--- config.mk ---
export PLATFORM = sky130hd
export DESIGN_NAME = jlmp_ctrl
export DESIGN_NICKNAME = d
export VERILOG_FILES = /design/src/design/jlmp_pkg.sv /design/src/design/jlmp_ctrl.sv
export SDC_FILE = /design/constraint.sdc
export NUM_CORES = 1
export LEC_CHECK = 0
export BUFFER_PORTS_ARGS = -buffer_cell sky130_fd_sc_hd__clkbuf_2
export CELL_PAD_IN_SITES_DETAIL_PLACEMENT = 0
export CELL_PAD_IN_SITES_GLOBAL_PLACEMENT = 1
export CORE_MARGIN = 3
export CORE_UTILIZATION = 38
export DETAILED_ROUTE_END_ITERATION = 8
export PLACE_DENSITY_LB_ADDON = 0.1
export SETUP_SLACK_MARGIN = 0.3
export SYNTH_ARGS = -nofsm -noshare
export SYNTH_HDL_FRONTEND = slang
export SYNTH_SLANG_ARGS = --single-unit
--- constraint.sdc ---
create_clock -name aclk -period 4 [get_ports aclk]
set_clock_uncertainty 0.05 [all_clocks]
set_input_delay 0.4 -clock aclk [delete_from_list [all_inputs] [get_ports aclk]]
set_output_delay 0.4 -clock aclk [all_outputs]
set_load 0.005 [all_outputs]
--- src/design/jlmp_pkg.sv ---
package jlmp_pkg;

    // Field widths fixed by the interface.
    localparam int FRAC_BITS_DEF = 16;
    localparam int POS_W         = 48;
    localparam int VAL_W         = 32;
    localparam int UVAL_W        = 31;
    localparam int DT_W          = 16;
    localparam int CFG_IDX_W     = 3;
    localparam int CFG_DATA_W    = 32;

    // Shared multiplier and accumulation widths.
    localparam int MUL_W  = 34;
    localparam int PROD_W = 2 * MUL_W;
    localparam int SUM_W  = PROD_W + 2;

    // Configuration register indexes.
    localparam logic [CFG_IDX_W-1:0] REG_MODE     = 3'd0;
    localparam logic [CFG_IDX_W-1:0] REG_TVEL     = 3'd1;
    localparam logic [CFG_IDX_W-1:0] REG_TACC     = 3'd2;
    localparam logic [CFG_IDX_W-1:0] REG_VMAX     = 3'd3;
    localparam logic [CFG_IDX_W-1:0] REG_AMIN     = 3'd4;
    localparam logic [CFG_IDX_W-1:0] REG_AMAX     = 3'd5;
    localparam logic [CFG_IDX_W-1:0] REG_JLIM     = 3'd6;
    localparam logic [CFG_IDX_W-1:0] REG_DT       = 3'd7;

    // Configuration reset values.
    localparam logic [UVAL_W-1:0] VMAX_RST = 31'd6553600;
    localparam logic [VAL_W-1:0]  AMIN_RST = 32'hFFFF_0000;
    localparam logic [UVAL_W-1:0] AMAX_RST = 31'd65536;
    localparam logic [UVAL_W-1:0] JLIM_RST = 31'd65536;
    localparam logic [DT_W-1:0]   DT_RST   = 16'd655;

    // Datapath step codes.
    localparam int STEP_W = 4;
    localparam logic [STEP_W-1:0] STEP_DT2   = 4'd0;
    localparam logic [STEP_W-1:0] STEP_UA2   = 4'd1;
    localparam logic [STEP_W-1:0] STEP_VJ    = 4'd2;
    localparam logic [STEP_W-1:0] STEP_ATGT  = 4'd3;
    localparam logic [STEP_W-1:0] STEP_THR   = 4'd4;
    localparam logic [STEP_W-1:0] STEP_SNAP  = 4'd5;
    localparam logic [STEP_W-1:0] STEP_PV    = 4'd6;
    localparam logic [STEP_W-1:0] STEP_PA    = 4'd7;
    localparam logic [STEP_W-1:0] STEP_PJ    = 4'd8;
    localparam logic [STEP_W-1:0] STEP_VA    = 4'd9;
    localparam logic [STEP_W-1:0] STEP_VJ2   = 4'd10;
    localparam logic [STEP_W-1:0] STEP_ACC   = 4'd11;
    localparam logic [STEP_W-1:0] STEP_LAST  = STEP_ACC;

    typedef struct packed {
        logic                     mode;
        logic [UVAL_W-1:0]        tvel;
        logic signed [VAL_W-1:0]  tacc;
        logic [UVAL_W-1:0]        vmax;
        logic signed [VAL_W-1:0]  amin;
        logic [UVAL_W-1:0]        amax;
        logic [UVAL_W-1:0]        jlim;
        logic [DT_W-1:0]          dt;
    } cfg_t;

    typedef struct packed {
        logic              do_load;
        logic              step_en;
        logic [STEP_W-1:0] step;
        logic              pos_update;
        logic              out_load;
    } cmd_t;

    typedef struct packed {
        logic div_done;
    } sts_t;

    // Lower bound first, then upper bound, so the upper bound wins when crossed.
    function automatic logic signed [SUM_W-1:0] clamp_s(
        input logic signed [SUM_W-1:0] x,
        input logic signed [SUM_W-1:0] lo,
        input logic signed [SUM_W-1:0] hi
    );
        logic signed [SUM_W-1:0] y;
        y = x;
        if (y < lo) y = lo;
        if (y > hi) y = hi;
        return y;
    endfunction

endpackage

--- src/design/jlmp_ctrl.sv ---
module jlmp_ctrl import jlmp_pkg::*; (
    input  logic aclk,
    input  logic aresetn,
    input  logic s_valid,
    input  logic s_op,
    output logic s_ready,
    output logic m_valid,
    input  logic m_ready,
    input  sts_t sts,
    output cmd_t cmd
);

    localparam logic [1:0] ST_IDLE = 2'd0;
    localparam logic [1:0] ST_RUN  = 2'd1;
    localparam logic [1:0] ST_DIV  = 2'd2;
    localparam logic [1:0] ST_DONE = 2'd3;

    logic [1:0]        state_reg, state_next;
    logic [STEP_W-1:0] step_reg, step_next;
    logic              m_valid_reg, m_valid_next;

    always_comb begin
        state_next = state_reg;
        step_next  = step_reg;
        cmd        = '0;
        cmd.step   = step_reg;
        s_ready    = 1'b0;
        case (state_reg)
            ST_IDLE: begin
                s_ready = 1'b1;
                if (s_valid) begin
                    if (s_op) begin
                        cmd.do_load = 1'b1;
                        state_next  = ST_DONE;
                    end else begin
                        step_next  = STEP_DT2;
                        state_next = ST_RUN;
                    end
                end
            end
            ST_RUN: begin
                cmd.step_en = 1'b1;
                if (step_reg == STEP_LAST) begin
                    state_next = ST_DIV;
                end else begin
                    step_next = step_reg + 1'b1;
                end
            end
            ST_DIV: begin
                if (sts.div_done) begin
                    cmd.pos_update = 1'b1;
                    state_next     = ST_DONE;
                end
            end
            ST_DONE: begin
                if (!m_valid_reg || m_ready) begin
                    cmd.out_load = 1'b1;
                    state_next   = ST_IDLE;
                end
            end
            default: begin
                state_next = ST_IDLE;
            end
        endcase
        m_valid_next = cmd.out_load ? 1'b1 : (m_ready ? 1'b0 : m_valid_reg);
    end

    always_ff @(posedge aclk) begin
        if (!aresetn) begin
            state_reg   <= ST_IDLE;
            step_reg    <= STEP_DT2;
            m_valid_reg <= 1'b0;
        end else begin
            state_reg   <= state_next;
            step_reg    <= step_next;
            m_valid_reg <= m_valid_next;
        end
    end

    assign m_valid = m_valid_reg;

endmodule

==> results of run 1 <==
## through the flow
stage	instances	total power (uW)	hold slack [ps]	utilization	cell area, um^2
6_report	87	347	425	0.526	639
5_1_grt	87	383	439	0.526	639
4_1_cts	87	353	423	0.526	639
3_5_place_dp	83	283	444	0.504	613
3_3_place_gp	83	283	440	0.504	613
2_1_floorplan	57	239	418	-	537
## power by group
group          leakage [uW]  switching (uW)  internal, uW  total (uW)
logic              0.000241            97.1          83.1         180
clock network     0.0000150            29.2          38.3        67.5
registers         0.0000569            16.4          83.2        99.6
## routing by layer
metal  part of all wire  routed length, um
met4                  0                  0
met3              0.057                 61
met2               0.41                440
met1               0.53                564
met5                  0                  0
## final cells by class
class                   instances  area, um^2
inverters                       3        11.3
multi-input cells              44         369
fillers                       119         577
repair buffers                 15        75.1
well taps                      14        17.5
flip-flops and latches          7         140
clock buffers                   4        26.3
## how the worst max path moves through the flow
stage	startpoint	end	slack (ps)	depth (start not counted)
final	state_reg[0]	cmd[7]	2100	4
after CTS	state_reg[0]	cmd[7]	2090	4
after floorplan	state_reg[0]	step_reg[3]	2520	5
after global placement	step_reg[0]	state_reg[0]	2380	4
after detailed placement	state_reg[0]	step_reg[3]	2360	5
after global routing	state_reg[1]	cmd[7]	1980	4
## worst max-delay path, delay by kind of cell (launching register included)
| family | cells | cell delay (ps) |
|---|---|---|
| DFF | 1 | 340 |
| and+or+nand+nor | 1 | 230 |
| buffers and inverters | 2 | 190 |
| adders and majority gates | 1 | 440 |
## placed cells by master, fill, tap and decap left out, drive strengths merged
master	count
o21a	1
a21oi	2
a211o	1
o211a	1
nor2b	2
o21ai	3
o2111a	1
and2	1
o221a	2
and3	3
mux2	1
inv	3
nand3	1
a2111oi	1
nand4	1
nand2b	3
nand3b	3
a21o	1
nor2	1
ha	5
o31a	1
nand2	4
clkbuf	19
and3b	1
mux2i	3
dfxtp	7
and4b	1
## kinds of logic after synthesis
family / count (synthesis)
AO/OA/AOI/OAI: 14
adder cells (fa/ha/maj): 5
buffers and inverters: 6
AND/OR/NAND/NOR: 21
flip-flops: 7
multiplexers: 4
==> reports/results.ini, run 1 <==
[global_routing]
grt_util_met2 = 0.186
grt_pass1_vias = 434
grt_pass1_wl_um = 1930
grtUsageMet1 = 0.190
grtUsageMet3 = 0.0249
grt_start_max_net_pins = 14
track_usage = 0.136
antenna_found_initial = 0
top_usage_layer = met1
gr-total-overflow = 0

[detailed_routing]
viasPerCell = 5.31
dr.pass1.iters = 4
antenna_left = 0
drc = 0
vias = 462
wl_um = 1070
drtIter0Drc = 6
wl_per_cell_um = 12.3

[yosys]
synth_seq_cells = 7
yosysMostFrequentCell = dfxtp_1
synth_cells = 57
syn_avg_cell_area_um2 = 9.42
synth-xor-area-share = 0
synth_edf_count = 0
netlist.top_cell.by_area = dfxtp_1
synthTopCellsByArea = dfxtp_1 (26%), ha_1 (12%), mux2i_1 (5.6%)
synth_compound_area_frac = 0.240
synth-simple-area-share = 0.254
synthFlopType = dfxtp_1
yosys-top-cells-count = dfxtp_1 (7), ha_1 (5), nand2_1 (4)
yosysWarnings = 0
synth_adder_area_share = 0.117
ys_types = 32
synth_top_area_frac = 0.261
synth_nets = 68
synth_top_family_by_area = simple AND/OR/NAND/NOR gates
async_flop_share = 0
ys_seq_area_frac = 0.261
synthMuxAreaShare = 0.0769
synthesis.area_um2 = 537

[timing]
clock.fmax_ghz = 0.526
fin_setup_tns_ps = 0
rsz0062_at_grt = false
slew_viol_final = 0
post-route-period-util = 0.475
relSlewSlack = 0.692
tightest_slew_ps = 462
min_period_ps = 1900
setup_slack_ps = 2100
hold_viol = 0
setup_viol = 0

[clock_tree]
post_cts_buffers = 0
cts_hold_buf = 0
cts-resized-gates = 0
tritoncts = built
cts_inserted_buffers = 3
clkSinkCount = 7
cts_max_level = 1
clock_tree.root_cell = clkbuf_4
cts_buffer_depth = 2
insertion_delay_ps = 250
cts.clk_slew.worst_paths_ps = 60

[floorplan]
die_h_um = 43.6
die_area_um2 = 1900
rows = 12
core_area_um2 = 1220
die_x_um = 43.6
ios = 16
initial_core_util = 0.441

[setup_path]
cp_slowest_cell = ha_1
reg2reg_setup_slack_ps = 2340
cp.arrival_ps = 1450
cp-start-kind = flop
end_kind = output pin
crit_path_max_incr_delay_ps = 440
worstPathRequired_ps = 3550
critical_path_class = flop to output pin
worst_r2r_path_depth = 5
path_cells = inv_1 > ha_1 > and3_1 > clkbuf_2
r2r-end = step_reg[3]
reg2reg_from = state_reg[0]
crit_path_max_fanout = 13

[place]
place.gp.congestion = 0.708
io_buffers = 15
dp_hpwl_um = 813
pre_cts_ws_ps = 2360

[layout]
syn_to_final_growth_pct = 19.1
largest_reg_flops = 4
drive_gt1_frac = 0.315
n_antenna_cell = 0
finalNetCount = 85

[hold_path]
hp-class = input port to flop
worstHoldStart = m_ready
hold_end = m_valid
hold_path_depth = 3

[power]
ir_worst_vdd_mv = 0.351
power_density_nw_per_um2 = 543
p_leak_uw = 0.000313

[outcome]
status = complete, no violations

[run]
drv_cap = 0

Note: power is estimated with default switching activity, not from simulation.
==> inputs of run 2 (changes only) <==
--- a/config.mk
+++ b/config.mk
@@ -9,7 +9,7 @@
 export CELL_PAD_IN_SITES_DETAIL_PLACEMENT = 0
 export CELL_PAD_IN_SITES_GLOBAL_PLACEMENT = 1
 export CORE_MARGIN = 3
-export CORE_UTILIZATION = 38
+export CORE_UTILIZATION = 32
 export DETAILED_ROUTE_END_ITERATION = 8
 export PLACE_DENSITY_LB_ADDON = 0.1
 export SETUP_SLACK_MARGIN = 0.3
==> constraint.sdc (replaced) <==
create_clock -name aclk -period 1.55 [get_ports aclk]
set_clock_uncertainty 0.05 [all_clocks]
set_input_delay 0.155 -clock aclk [delete_from_list [all_inputs] [get_ports aclk]]
set_output_delay 0.155 -clock aclk [all_outputs]
set_load 0.005 [all_outputs]
==> reports/results.ini, run 2 (synthesized netlist as in run 1, its figures left out) <==
[outcome]
status = complete, no violations

[clock_tree]
clkSinkCount = 7  ; unchanged
insertion_delay_ps = 260  ; about the same
cts.clk_slew.worst_paths_ps = 60  ; about the same
tritoncts = built
cts_max_level = 1  ; unchanged
cts_inserted_buffers = 3  ; unchanged
clock_tree.root_cell = clkbuf_4
cts_buffer_depth = 2  ; unchanged

[setup_path]
reg2reg_from = state_reg[0]
end_kind = flop
critical_path_class = flop to flop
r2r-end = step_reg[3]
cp.arrival_ps = 1520  ; +70 ps
reg2reg_setup_slack_ps = 130  ; -2210 ps
worstPathRequired_ps = 1650  ; -1900 ps
worst_r2r_path_depth = 5  ; unchanged
crit_path_max_fanout = 7  ; -6
cp-start-kind = flop

[hold_path]
hp-class = input port to flop
hold_path_depth = 3  ; unchanged
hold_end = m_valid
worstHoldStart = m_ready

[detailed_routing]
dr.pass1.iters = 4  ; unchanged
vias = 528  ; +14%
wl_um = 1350  ; +26%
viasPerCell = 5.33  ; +0.43%
wl_per_cell_um = 13.6  ; +11%
antenna_left = 0  ; unchanged
drc = 0  ; unchanged
drtIter0Drc = 12  ; +6

[floorplan]
initial_core_util = 0.348  ; -0.0931
die_x_um = 47.0  ; +7.7%
die_h_um = 47.0  ; +7.7%
ios = 16  ; unchanged
rows = 14  ; +2
core_area_um2 = 1540  ; +27%
die_area_um2 = 2200  ; +16%

[place]
place.gp.congestion = 0.695  ; -1.9%
dp_hpwl_um = 894  ; +10%
pre_cts_ws_ps = 134  ; -2220 ps
dpl.cell_count = 85  ; +2.4%
io_buffers = 15  ; unchanged

[timing]
relSlewSlack = 0.846  ; +0.154
hold_viol = 0  ; unchanged
min_period_ps = 1420
fin_hold_ws_ps = 172  ; -253 ps
rsz0062_at_grt = true
fin_setup_tns_ps = 0  ; unchanged
clock.fmax_ghz = 0.704
setup_slack_ps = 131  ; -1970 ps
tightest_slew_ps = 231  ; -230 ps
slew_viol_final = 0  ; unchanged
setup_viol = 0  ; unchanged
post-route-period-util = 0.916

[power]
power_density_nw_per_um2 = 1630  ; +200%
p_comb_frac = 0.654  ; +0.135
switching_share = 0.382  ; -0.0286
power_frac_clock = 0.135  ; -0.059
intPower_uw = 830  ; +310%
ir_worst_vdd_mv = 1.03  ; +190%
switchingPower_uw = 514  ; +260%
p_leak_uw = 0.000377  ; +20%
p_seq_frac = 0.211  ; -0.076

[layout]
regArea_um2 = 153  ; +8.9%
finalNetCount = 95  ; +12%
multiInputGateArea_um2 = 432  ; +17%
fin_util = 0.535  ; +0.00918
n_antenna_cell = 0  ; unchanged
syn_to_final_growth_pct = 53.6
drive_gt1_frac = 0.566  ; +0.251
largest_reg_flops = 4  ; unchanged
final_cells = 99  ; +14%
fillers = 143  ; +20%
layout_commonest_cell = clkbuf_2
final_cell_mix = clkbuf_2 (13), buf_6 (6), buf_4 (6)

[global_routing]
track_usage = 0.143  ; +0.00739
gr-total-overflow = 0  ; unchanged
grt_pass1_vias = 503  ; +16%
antenna_found_initial = 0  ; unchanged
grt_pass1_wl_um = 2170  ; +12%
grt_start_max_net_pins = 12  ; -2

[run]
drv_cap = 0  ; unchanged

[run 2: repair_timing]
item,CTS,global route
endpoints found under the setup margin,10,11
cloned,0,0
hold buffers,0,0
buffers inserted,7,3
pin swaps,2,2
gates resized for setup,3,12
[run 2: power by group through the flow]
stage	clock [uW]	combinational, uW	sequential [uW]
after global routing	198	958	289
final	182	879	283
after detailed placement	0	552	289
after global placement	0	546	287
after floorplan	0	442	281
after CTS	188	710	270
[run 2: area by class of cell]
type | count | area share
clock buffers | 4 | 0.0319
inverters | 3 | 0.0197
multi-input cells | 44 | 0.524
flip-flops and latches | 7 | 0.185
well taps | 16 | 0.0243
repair buffers | 25 | 0.215
[run 2: routing by layer]
layer,wire [um],vias to the layer above,track usage,share of wire
met4,25,0,0.0663,0.019
met5,0,-,0,0
li1,-,261,-,-
met2,612,15,0.241,0.45
met1,639,248,0.170,0.47
met3,71,4,0.0345,0.053
[run 2: worst max-delay path by stage]
stage | startpoint | endpoint | slack, ps | cells after the start
after global routing | state_reg[0] | step_reg[3] | 70 | 5
after global placement | state_reg[1] | step_reg[0] | 130 | 5
after detailed placement | state_reg[1] | step_reg[3] | 130 | 5
final | state_reg[0] | step_reg[3] | 130 | 5
after floorplan | state_reg[1] | step_reg[3] | 210 | 5
after CTS | state_reg[1] | step_reg[3] | 140 | 5
[run 2: per-stage QoR]
| stage | area [um^2] | power [uW] |
|---|---|---|
| final | 825 | 1340 |
| after global routing | 825 | 1440 |
| after CTS | 758 | 1170 |
| after detailed placement | 667 | 841 |
| after global placement | 667 | 833 |
| after floorplan | 594 | 724 |
[run 2: critical path, cell delays in order (launching register included)]
cell and delay [ps]:
dfxtp_4 390, inv_4 50, ha_4 180, buf_6 140, a211o_1 290, o221a_1 210
